## src/rtl/ffba_pkg.sv

```systemverilog
// Shared constants, codes and controller/datapath interface types of the block allocator.
`timescale 1ns / 1ps

package ffba_pkg;

    // Table geometry
    localparam int BLOCKS    = 16;
    localparam int SIZE_BITS = 16;
    localparam int IDX_BITS  = $clog2(BLOCKS);
    localparam int CNT_BITS  = $clog2(BLOCKS + 1);

    // Configuration register
    localparam int CFG_BITS  = 5;
    localparam int CMP_BITS  = (CNT_BITS > CFG_BITS) ? CNT_BITS : CFG_BITS;
    localparam logic [CFG_BITS-1:0] CFG_RESET = CFG_BITS'(16);

    // Field widths of the command and result transactions
    localparam int OP_W    = 2;
    localparam int EIDX_W  = 4;
    localparam int AMT_W   = 16;
    localparam int OWN_W   = 8;
    localparam int STAT_W  = 2;

    // Opcodes
    localparam logic [OP_W-1:0] OP_SET     = 2'd0;
    localparam logic [OP_W-1:0] OP_ALLOC   = 2'd1;
    localparam logic [OP_W-1:0] OP_COMPACT = 2'd2;
    localparam logic [OP_W-1:0] OP_READ    = 2'd3;

    // Result status codes
    localparam logic [STAT_W-1:0] ST_DONE  = 2'd0;
    localparam logic [STAT_W-1:0] ST_NOFIT = 2'd1;
    localparam logic [STAT_W-1:0] ST_RANGE = 2'd2;

    // Kind of result the controller asks the datapath to register
    localparam logic [1:0] RES_ACCESS  = 2'd0;
    localparam logic [1:0] RES_ALLOC   = 2'd1;
    localparam logic [1:0] RES_NOFIT   = 2'd2;
    localparam logic [1:0] RES_COMPACT = 2'd3;

    // Controller to datapath commands
    typedef struct packed {
        logic       load;
        logic       access;
        logic       alloc_step;
        logic       move_step;
        logic       fill_step;
        logic       emit;
        logic [1:0] emit_kind;
    } t_cmd;

    // Datapath to controller status
    typedef struct packed {
        logic idx_ok;
        logic hit;
        logic src_end;
        logic dst_end;
    } t_stat;

endpackage

```

## src/rtl/ffba_datapath.sv

```systemverilog
// Datapath of the block allocator: partition tables, scan pointers, config and result registers.
`timescale 1ns / 1ps

module ffba_datapath (
    input  logic                                i_clk,
    input  logic                                i_rst_n,
    input  ffba_pkg::t_cmd                      i_cmd,
    output ffba_pkg::t_stat                     o_stat,
    input  logic [ffba_pkg::OP_W-1:0]           i_opcode,
    input  logic [ffba_pkg::EIDX_W-1:0]         i_entry_index,
    input  logic [ffba_pkg::AMT_W-1:0]          i_amount,
    input  logic [ffba_pkg::OWN_W-1:0]          i_owner_id,
    input  logic                                i_cfg_we,
    input  logic [ffba_pkg::CFG_BITS-1:0]       i_cfg_data,
    output logic                                o_result_valid,
    output logic [ffba_pkg::STAT_W-1:0]         o_status,
    output logic [ffba_pkg::EIDX_W-1:0]         o_block_index,
    output logic [ffba_pkg::OWN_W-1:0]          o_owner,
    output logic [ffba_pkg::AMT_W-1:0]          o_size
);

    // Partition tables
    logic [ffba_pkg::OWN_W-1:0]     r_owner_tab [ffba_pkg::BLOCKS];
    logic [ffba_pkg::SIZE_BITS-1:0] r_size_tab  [ffba_pkg::BLOCKS];

    // Latched command
    logic [ffba_pkg::OP_W-1:0]      r_op;
    logic [ffba_pkg::EIDX_W-1:0]    r_idx;
    logic [ffba_pkg::SIZE_BITS-1:0] r_amt;
    logic [ffba_pkg::OWN_W-1:0]     r_own;

    // Scan pointers
    logic [ffba_pkg::CNT_BITS-1:0]  r_src, n_src;
    logic [ffba_pkg::CNT_BITS-1:0]  r_dst, n_dst;

    // Configuration
    logic [ffba_pkg::CFG_BITS-1:0]  r_cfg;
    logic [ffba_pkg::CMP_BITS-1:0]  cfg_ext;
    logic [ffba_pkg::CMP_BITS-1:0]  eff_cnt;

    // Table access
    logic [ffba_pkg::IDX_BITS-1:0]  rd_addr;
    logic [ffba_pkg::OWN_W-1:0]     rd_owner;
    logic [ffba_pkg::SIZE_BITS-1:0] rd_size;
    logic                           wr_en;
    logic [ffba_pkg::IDX_BITS-1:0]  wr_addr;
    logic [ffba_pkg::OWN_W-1:0]     wr_owner;
    logic [ffba_pkg::SIZE_BITS-1:0] wr_size;

    // Result registers
    logic                           r_result_valid;
    logic [ffba_pkg::STAT_W-1:0]    r_res_status, n_res_status;
    logic [ffba_pkg::EIDX_W-1:0]    r_res_index, n_res_index;
    logic [ffba_pkg::OWN_W-1:0]     r_res_owner, n_res_owner;
    logic [ffba_pkg::AMT_W-1:0]     r_res_size, n_res_size;

    logic idx_ok;
    logic hit;

    // Effective partition count: min(blocks_in_use, BLOCKS)
    assign cfg_ext = ffba_pkg::CMP_BITS'(r_cfg);
    assign eff_cnt = (cfg_ext < ffba_pkg::CMP_BITS'(ffba_pkg::BLOCKS)) ?
                     cfg_ext : ffba_pkg::CMP_BITS'(ffba_pkg::BLOCKS);

    always_ff @(posedge i_clk) begin
        if (!i_rst_n) begin
            r_cfg <= ffba_pkg::CFG_RESET;
        end else if (i_cfg_we) begin
            r_cfg <= i_cfg_data;
        end
    end

    // Latch the command transaction
    always_ff @(posedge i_clk) begin
        if (i_cmd.load) begin
            r_op  <= i_opcode;
            r_idx <= i_entry_index;
            r_amt <= ffba_pkg::SIZE_BITS'(i_amount);
            r_own <= i_owner_id;
        end
    end

    // Single read port: addressed entry on set/read, scan pointer otherwise
    assign rd_addr  = i_cmd.access ? ffba_pkg::IDX_BITS'(r_idx) : r_src[ffba_pkg::IDX_BITS-1:0];
    assign rd_owner = r_owner_tab[rd_addr];
    assign rd_size  = r_size_tab[rd_addr];

    assign idx_ok = ffba_pkg::CMP_BITS'(r_idx) < eff_cnt;
    assign hit    = (rd_owner == '0) && (rd_size >= r_amt);

    assign o_stat.idx_ok  = idx_ok;
    assign o_stat.hit     = hit;
    assign o_stat.src_end = ffba_pkg::CMP_BITS'(r_src) >= eff_cnt;
    assign o_stat.dst_end = ffba_pkg::CMP_BITS'(r_dst) >= eff_cnt;

    // Single write port
    always_comb begin
        wr_en    = 1'b0;
        wr_addr  = rd_addr;
        wr_owner = rd_owner;
        wr_size  = r_amt;
        if (i_cmd.access && idx_ok && (r_op == ffba_pkg::OP_SET)) begin
            // set capacity keeps the owner
            wr_en = 1'b1;
        end else if (i_cmd.alloc_step && hit) begin
            wr_en    = 1'b1;
            wr_owner = r_own;
        end else if (i_cmd.move_step && (rd_owner != '0)) begin
            wr_en   = 1'b1;
            wr_addr = r_dst[ffba_pkg::IDX_BITS-1:0];
            wr_size = rd_size;
        end else if (i_cmd.fill_step) begin
            wr_en    = 1'b1;
            wr_addr  = r_dst[ffba_pkg::IDX_BITS-1:0];
            wr_owner = '0;
            wr_size  = '0;
        end
    end

    always_ff @(posedge i_clk) begin
        if (!i_rst_n) begin
            for (int i = 0; i < ffba_pkg::BLOCKS; i++) begin
                r_owner_tab[i] <= '0;
                r_size_tab[i]  <= '0;
            end
        end else if (wr_en) begin
            r_owner_tab[wr_addr] <= wr_owner;
            r_size_tab[wr_addr]  <= wr_size;
        end
    end

    // Scan pointers: src walks the tables, dst trails it during compaction
    always_comb begin
        n_src = r_src;
        n_dst = r_dst;
        if (i_cmd.load) begin
            n_src = '0;
            n_dst = '0;
        end else if (i_cmd.alloc_step && !hit) begin
            n_src = r_src + 1'b1;
        end else if (i_cmd.move_step) begin
            n_src = r_src + 1'b1;
            if (rd_owner != '0) begin
                n_dst = r_dst + 1'b1;
            end
        end else if (i_cmd.fill_step) begin
            n_dst = r_dst + 1'b1;
        end
    end

    always_ff @(posedge i_clk) begin
        if (!i_rst_n) begin
            r_src <= '0;
            r_dst <= '0;
        end else begin
            r_src <= n_src;
            r_dst <= n_dst;
        end
    end

    // Result fields
    always_comb begin
        n_res_status = ffba_pkg::ST_DONE;
        n_res_index  = '0;
        n_res_owner  = '0;
        n_res_size   = '0;
        case (i_cmd.emit_kind)
            ffba_pkg::RES_ACCESS: begin
                n_res_index = r_idx;
                if (idx_ok) begin
                    n_res_owner = rd_owner;
                    n_res_size  = (r_op == ffba_pkg::OP_SET) ?
                                  ffba_pkg::AMT_W'(r_amt) : ffba_pkg::AMT_W'(rd_size);
                end else begin
                    n_res_status = ffba_pkg::ST_RANGE;
                end
            end
            ffba_pkg::RES_ALLOC: begin
                n_res_index = ffba_pkg::EIDX_W'(r_src);
                n_res_owner = r_own;
                n_res_size  = ffba_pkg::AMT_W'(r_amt);
            end
            ffba_pkg::RES_NOFIT: begin
                n_res_status = ffba_pkg::ST_NOFIT;
            end
            default: begin
                n_res_status = ffba_pkg::ST_DONE;
            end
        endcase
    end

    always_ff @(posedge i_clk) begin
        if (!i_rst_n) begin
            r_result_valid <= 1'b0;
        end else begin
            r_result_valid <= i_cmd.emit;
        end
    end

    always_ff @(posedge i_clk) begin
        if (i_cmd.emit) begin
            r_res_status <= n_res_status;
            r_res_index  <= n_res_index;
            r_res_owner  <= n_res_owner;
            r_res_size   <= n_res_size;
        end
    end

    assign o_result_valid = r_result_valid;
    assign o_status       = r_res_status;
    assign o_block_index  = r_res_index;
    assign o_owner        = r_res_owner;
    assign o_size         = r_res_size;

    // Every operation yields one result, so strobes never come back to back
    a_single_strobe: assert property (@(posedge i_clk) disable iff (!i_rst_n)
        r_result_valid |=> !r_result_valid)
        else $error("result strobe held for two cycles");

    // Partitions beyond the effective count are never written
    a_wr_in_range: assert property (@(posedge i_clk) disable iff (!i_rst_n)
        wr_en |-> (ffba_pkg::CMP_BITS'(wr_addr) < eff_cnt))
        else $error("table write outside partitions in use");

    // Compaction destination never passes the source
    a_dst_behind_src: assert property (@(posedge i_clk) disable iff (!i_rst_n)
        i_cmd.move_step |=> (r_dst <= r_src))
        else $error("compaction destination ahead of source");

endmodule

```

## src/rtl/ffba_ctrl.sv

```systemverilog
// Controller state machine of the block allocator: sequences set, read, allocate and compact.
`timescale 1ns / 1ps

module ffba_ctrl (
    input  logic                       i_clk,
    input  logic                       i_rst_n,
    input  logic                       i_start,
    input  logic [ffba_pkg::OP_W-1:0]  i_opcode,
    input  ffba_pkg::t_stat            i_stat,
    output ffba_pkg::t_cmd             o_cmd,
    output logic                       o_busy
);

    localparam logic [2:0] S_IDLE   = 3'd0;
    localparam logic [2:0] S_ACCESS = 3'd1;
    localparam logic [2:0] S_ALLOC  = 3'd2;
    localparam logic [2:0] S_MOVE   = 3'd3;
    localparam logic [2:0] S_FILL   = 3'd4;

    logic [2:0] r_state, n_state;

    // Next state and commands
    always_comb begin
        n_state = r_state;
        o_cmd   = '0;
        case (r_state)
            S_IDLE: begin
                if (i_start) begin
                    o_cmd.load = 1'b1;
                    case (i_opcode)
                        ffba_pkg::OP_ALLOC:   n_state = S_ALLOC;
                        ffba_pkg::OP_COMPACT: n_state = S_MOVE;
                        default:              n_state = S_ACCESS;
                    endcase
                end
            end
            S_ACCESS: begin
                o_cmd.access    = 1'b1;
                o_cmd.emit      = 1'b1;
                o_cmd.emit_kind = ffba_pkg::RES_ACCESS;
                n_state         = S_IDLE;
            end
            S_ALLOC: begin
                if (i_stat.src_end) begin
                    o_cmd.emit      = 1'b1;
                    o_cmd.emit_kind = ffba_pkg::RES_NOFIT;
                    n_state         = S_IDLE;
                end else begin
                    o_cmd.alloc_step = 1'b1;
                    if (i_stat.hit) begin
                        o_cmd.emit      = 1'b1;
                        o_cmd.emit_kind = ffba_pkg::RES_ALLOC;
                        n_state         = S_IDLE;
                    end
                end
            end
            S_MOVE: begin
                if (i_stat.src_end) begin
                    n_state = S_FILL;
                end else begin
                    o_cmd.move_step = 1'b1;
                end
            end
            S_FILL: begin
                if (i_stat.dst_end) begin
                    o_cmd.emit      = 1'b1;
                    o_cmd.emit_kind = ffba_pkg::RES_COMPACT;
                    n_state         = S_IDLE;
                end else begin
                    o_cmd.fill_step = 1'b1;
                end
            end
            default: begin
                n_state = S_IDLE;
            end
        endcase
    end

    always_ff @(posedge i_clk) begin
        if (!i_rst_n) begin
            r_state <= S_IDLE;
        end else begin
            r_state <= n_state;
        end
    end

    assign o_busy = (r_state != S_IDLE);

    // An accepted command always starts work
    a_start_busy: assert property (@(posedge i_clk) disable iff (!i_rst_n)
        (i_start && !o_busy) |=> o_busy)
        else $error("accepted command did not raise busy");

    // Work only ends on the cycle that hands a result to the datapath
    a_end_emits: assert property (@(posedge i_clk) disable iff (!i_rst_n)
        $fell(o_busy) |-> $past(o_cmd.emit))
        else $error("operation ended without a result");

endmodule

```

## src/rtl/first_fit_block_allocator.sv

```systemverilog
// Top level of the first-fit partition allocator with compaction.
//
// Usage:
//   Command channel: a transaction is taken at a rising edge with start high and
//   busy low (opcode, entry index, amount, owner id). One command is in work at a time.
//   Result channel: o_result_valid is high for exactly one cycle with status, block
//   index, owner and size; the receiver cannot stall and must take it then.
//   Config channel: i_cfg_valid/o_cfg_ready write blocks_in_use (n = min(value, 16));
//   ready is always high. Write it only while the block is idle.
// Sequence from the accepting edge to the result strobe (n partitions in use):
//   set / read entry: the access state registers the result.
//   allocate: the scan tests partitions from 0 up to n - 1 and ends on the first fit.
//   compact: one pass over the sources, then clearing the tail, both through the
//   single table read/write port, one entry per cycle.
// busy drops in the cycle the result is shown, so a new command may be taken there.
// Reset (synchronous, active low) empties both tables, sets blocks_in_use to 16 and
// returns the controller to idle; no result is pending afterwards.
`timescale 1ns / 1ps

module first_fit_block_allocator (
    input  logic                                i_clk,
    input  logic                                i_rst_n,
    input  logic                                start,
    output logic                                busy,
    input  logic [ffba_pkg::OP_W-1:0]           i_opcode,
    input  logic [ffba_pkg::EIDX_W-1:0]         i_entry_index,
    input  logic [ffba_pkg::AMT_W-1:0]          i_amount,
    input  logic [ffba_pkg::OWN_W-1:0]          i_owner_id,
    input  logic                                i_cfg_valid,
    output logic                                o_cfg_ready,
    input  logic [ffba_pkg::CFG_BITS-1:0]       i_cfg_data,
    output logic                                o_result_valid,
    output logic [ffba_pkg::STAT_W-1:0]         o_status,
    output logic [ffba_pkg::EIDX_W-1:0]         o_block_index,
    output logic [ffba_pkg::OWN_W-1:0]          o_owner,
    output logic [ffba_pkg::AMT_W-1:0]          o_size
);

    ffba_pkg::t_cmd  cmd;
    ffba_pkg::t_stat stat;

    // Config register is always writable
    assign o_cfg_ready = 1'b1;

    ffba_ctrl u_ctrl (
        .i_clk    (i_clk),
        .i_rst_n  (i_rst_n),
        .i_start  (start),
        .i_opcode (i_opcode),
        .i_stat   (stat),
        .o_cmd    (cmd),
        .o_busy   (busy)
    );

    ffba_datapath u_datapath (
        .i_clk          (i_clk),
        .i_rst_n        (i_rst_n),
        .i_cmd          (cmd),
        .o_stat         (stat),
        .i_opcode       (i_opcode),
        .i_entry_index  (i_entry_index),
        .i_amount       (i_amount),
        .i_owner_id     (i_owner_id),
        .i_cfg_we       (i_cfg_valid),
        .i_cfg_data     (i_cfg_data),
        .o_result_valid (o_result_valid),
        .o_status       (o_status),
        .o_block_index  (o_block_index),
        .o_owner        (o_owner),
        .o_size         (o_size)
    );

endmodule
```

## config.mk

```make
export PLATFORM = sky130hd
export DESIGN_NAME = first_fit_block_allocator
export DESIGN_NICKNAME = d
export VERILOG_FILES = /design/src/rtl/ffba_pkg.sv /design/src/rtl/ffba_datapath.sv /design/src/rtl/ffba_ctrl.sv /design/src/rtl/first_fit_block_allocator.sv
export SDC_FILE = /design/constraint.sdc
export NUM_CORES = 1
export LEC_CHECK = 0
export BUFFER_PORTS_ARGS = -buffer_cell sky130_fd_sc_hd__buf_2
export CAP_MARGIN = 40
export CORE_MARGIN = 2
export CORE_UTILIZATION = 55
export CTS_CLUSTER_DIAMETER = 80
export DETAILED_ROUTE_END_ITERATION = 6
export PLACE_DENSITY = 0.72
export SYNTH_ARGS = -nofsm -noshare
export SYNTH_HDL_FRONTEND = slang
export SYNTH_HIERARCHICAL = 1
export SYNTH_SLANG_ARGS = --single-unit
```

## constraint.sdc

```tcl
create_clock -name i_clk -period 10.1 [get_ports i_clk]
set_input_delay 1.515 -clock i_clk [delete_from_list [all_inputs] [get_ports i_clk]]
set_output_delay 1.515 -clock i_clk [all_outputs]
set_load 0.01 [all_outputs]
```

==> results.cfg <==
[finish]
instances_no_fill = 2168
design_area_mm2 = 0.0246
nets = 1677
syn_to_final_growth_pct = 11.1
fin_util = 0.620
diodes = 0
layout-drive-gt1-share = 0.245

[routing]
drt_iter0_markers = 1578
wire_per_inst_um = 25.3
route.detailed.drc = 0
num_vias = 14100
wirelength_mm = 54.8
drtPass1Iterations = 5
via_per_inst = 6.50
ant_nets = 0

[sta]
whs_ns = 0.507
finalCritPeriodShare = 0.737
setup_viol = 0
hold_viol = 0
clock.fmax_ghz = 0.134
tightest_slew_ns = 1.09
min_period_ns = 7.45
finalSetupTns_ns = 0
slew_violations = 0
rsz0062_at_grt = false
fin_worst_skew_ns = 0.0244
relSlewSlack = 0.275

[synth]
synthesis.nets = 1660
ys_warn_count = 6
netlist_area_mm2 = 0.0222
syn-instance-count = 1589
avgSynthCellArea_um2 = 13.9

[clocking]
cts-root-buf = clkbuf_16
cts_setup_buffers = 0
clk_latency_ns = 0.58
cts_buffer_depth = 3
postCtsHoldBufs = 0
cts_tree = done
path_clk_slew_ns = 0.06
htreeDepth = 2
cts.sinks = 463
ctsResizeCount = 0
cts_made_buffers = 47

[floorplan]
start_util = 0.558
io_pins = 72
die_area_mm2 = 0.0419
die_x_um = 205
fp-row-count = 73
core-area_mm2 = 0.0397
dieHeight_um = 205

[placement]
io_buffers = 70
hpwl_mm = 33.9
placed_cells = 2082
gp_congestion = 0.835
place_area_mm2 = 0.0231

[power_and_ir_drop]
peakVddDrop_v = 0.000109
power.density_mw_per_mm2 = 180
p_seq_frac = 0.501
internal_power_mw = 3.34
leakagePower_nw = 8.73
power.share.clock = 0.384
p_sw_mw = 1.10
p_comb_frac = 0.115
switching_share = 0.248

[critical_path]
slowest_delay_ns = 0.78
crit_path_frequent_cell = buf_4
crit_arrival_ns = 7.68
critPathLaunchType = flip-flop
critPathKind = flip-flop to flip-flop
crit_chain = nor3b_2, buf_4, mux2i_4, buf_4, mux4_2, a211oi_1, a31oi_1, ha_1, nand4_1, nor2_1, o2111ai_1, o21ai_0, nand4_1, a21oi_1, buf_4, mux2_2, o21ai_2, buf_4
path_max_fanout = 23
r2r_setup_slack_ns = 2.65
cp.required_ns = 10.33
critical_path.slowest_cell = mux2i_4
path_buf_inv = 4
path_delay_family = compound AO/OA/AOI/OAI gates
critPathCaptureType = flip-flop

[grt]
grt_pass1_wl_mm = 84.0
grt_pass1_vias = 14000
grt.overflow.total = 0
antenna_found_initial = 0
grt_max_degree = 193
grt_usage = 0.265

[flow_run]
cap_viol_max_count = 0

[outcome]
status = completed

[hold_path]
hp-class = flip-flop to flip-flop
layout make-up:
| cell class | instances | area, µm² |
|---|---|---|
| fillers | 2889 | 15100 |
| well taps | 525 | 657 |
| repair buffers | 132 | 968 |
| clock inverters | 28 | 256 |
| flip-flops and latches | 463 | 13700 |
| inverters | 27 | 101 |
| multi-input cells | 935 | 7680 |
| clock buffers | 58 | 1240 |
path summary, 6_finish.rpt:
| kind | startpoint | endpoint | depth (start not counted) |
|---|---|---|---|
| min reg2reg | u_datapath/r_src[4] | u_datapath/r_src[4] | 2 |
| max reg2reg | u_ctrl/r_state[0] | u_datapath/r_size_tab[7][6] | 18 |
| min | u_datapath/r_src[4] | u_datapath/r_src[4] | 2 |
| max | u_ctrl/r_state[0] | u_datapath/r_size_tab[7][6] | 18 |
metrics by stage:
stage	setup WS (ns)	power (mW)
4_1_cts	2.62	4.45
6_report	2.65	4.44
2_1_floorplan	2.71	2.60
3_3_place_gp	1.94	2.75
5_1_grt	2.18	4.57
3_5_place_dp	2.64	2.77
sequential cells by signal, indices dropped and copies added, names as in the netlist:
register                   cells
u_datapath/r_amt              16
u_datapath/r_src               5
u_datapath/r_own               8
u_datapath/r_owner_tab       128
u_datapath/o_status            2
u_ctrl/r_state                 3
u_datapath/o_block_index       4
u_datapath/r_op                2
u_datapath/cfg_ext             5
u_datapath/r_dst               5
u_datapath/o_result_valid      1
u_datapath/o_owner             8
u_datapath/r_idx               4
u_datapath/o_size             16
u_datapath/r_size_tab        256
metal layers:
metal | global-route usage | routed length [µm] | up-vias
li1 | - | - | 6243
met1 | 0.371 | 22500 | 7079
met2 | 0.413 | 25600 | 684
met3 | 0.0711 | 5510 | 87
met4 | 0.0701 | 1180 | 0
met5 | 0 | 0 | -
cells in the final DEF, fill, tap and decap left out, types with 8 or more instances in the layout:
cell type and count:
nor2b_1 17, nor3_1 308, nand2_1 43, inv_1 27, clkinv_1 10, a22oi_1 16, a22o_1 24, clkbuf_16 48
edfxtp_1 444, a21o_1 10, ha_1 32, clkbuf_1 10, dfxtp_1 19, a211oi_1 17, a22oi_4 8, o22ai_1 32
o21ai_2 22, and2_1 18, nor2_1 31, mux4_2 64, mux2_2 10, mux2i_1 74, nor3_2 80, buf_2 70
a31oi_1 17, o21ai_0 9, buf_4 49, a21oi_1 15
power by group through the flow:
stage / logic (mW) / registers (mW) / clock network (mW)
after floorplan: 0.344 / 2.25 / 0
after global placement: 0.492 / 2.26 / 0
after detailed placement: 0.506 / 2.26 / 0
after CTS: 0.508 / 2.22 / 1.72
after global routing: 0.545 / 2.23 / 1.80
final: 0.511 / 2.22 / 1.70
tightest hold or removal path: stages (launching register included):
cell and delay, ns:
dfxtp_1 0.32, o21ai_0 0.07, a21oi_1 0.06
Note: power is estimated with default switching activity, not from simulation.
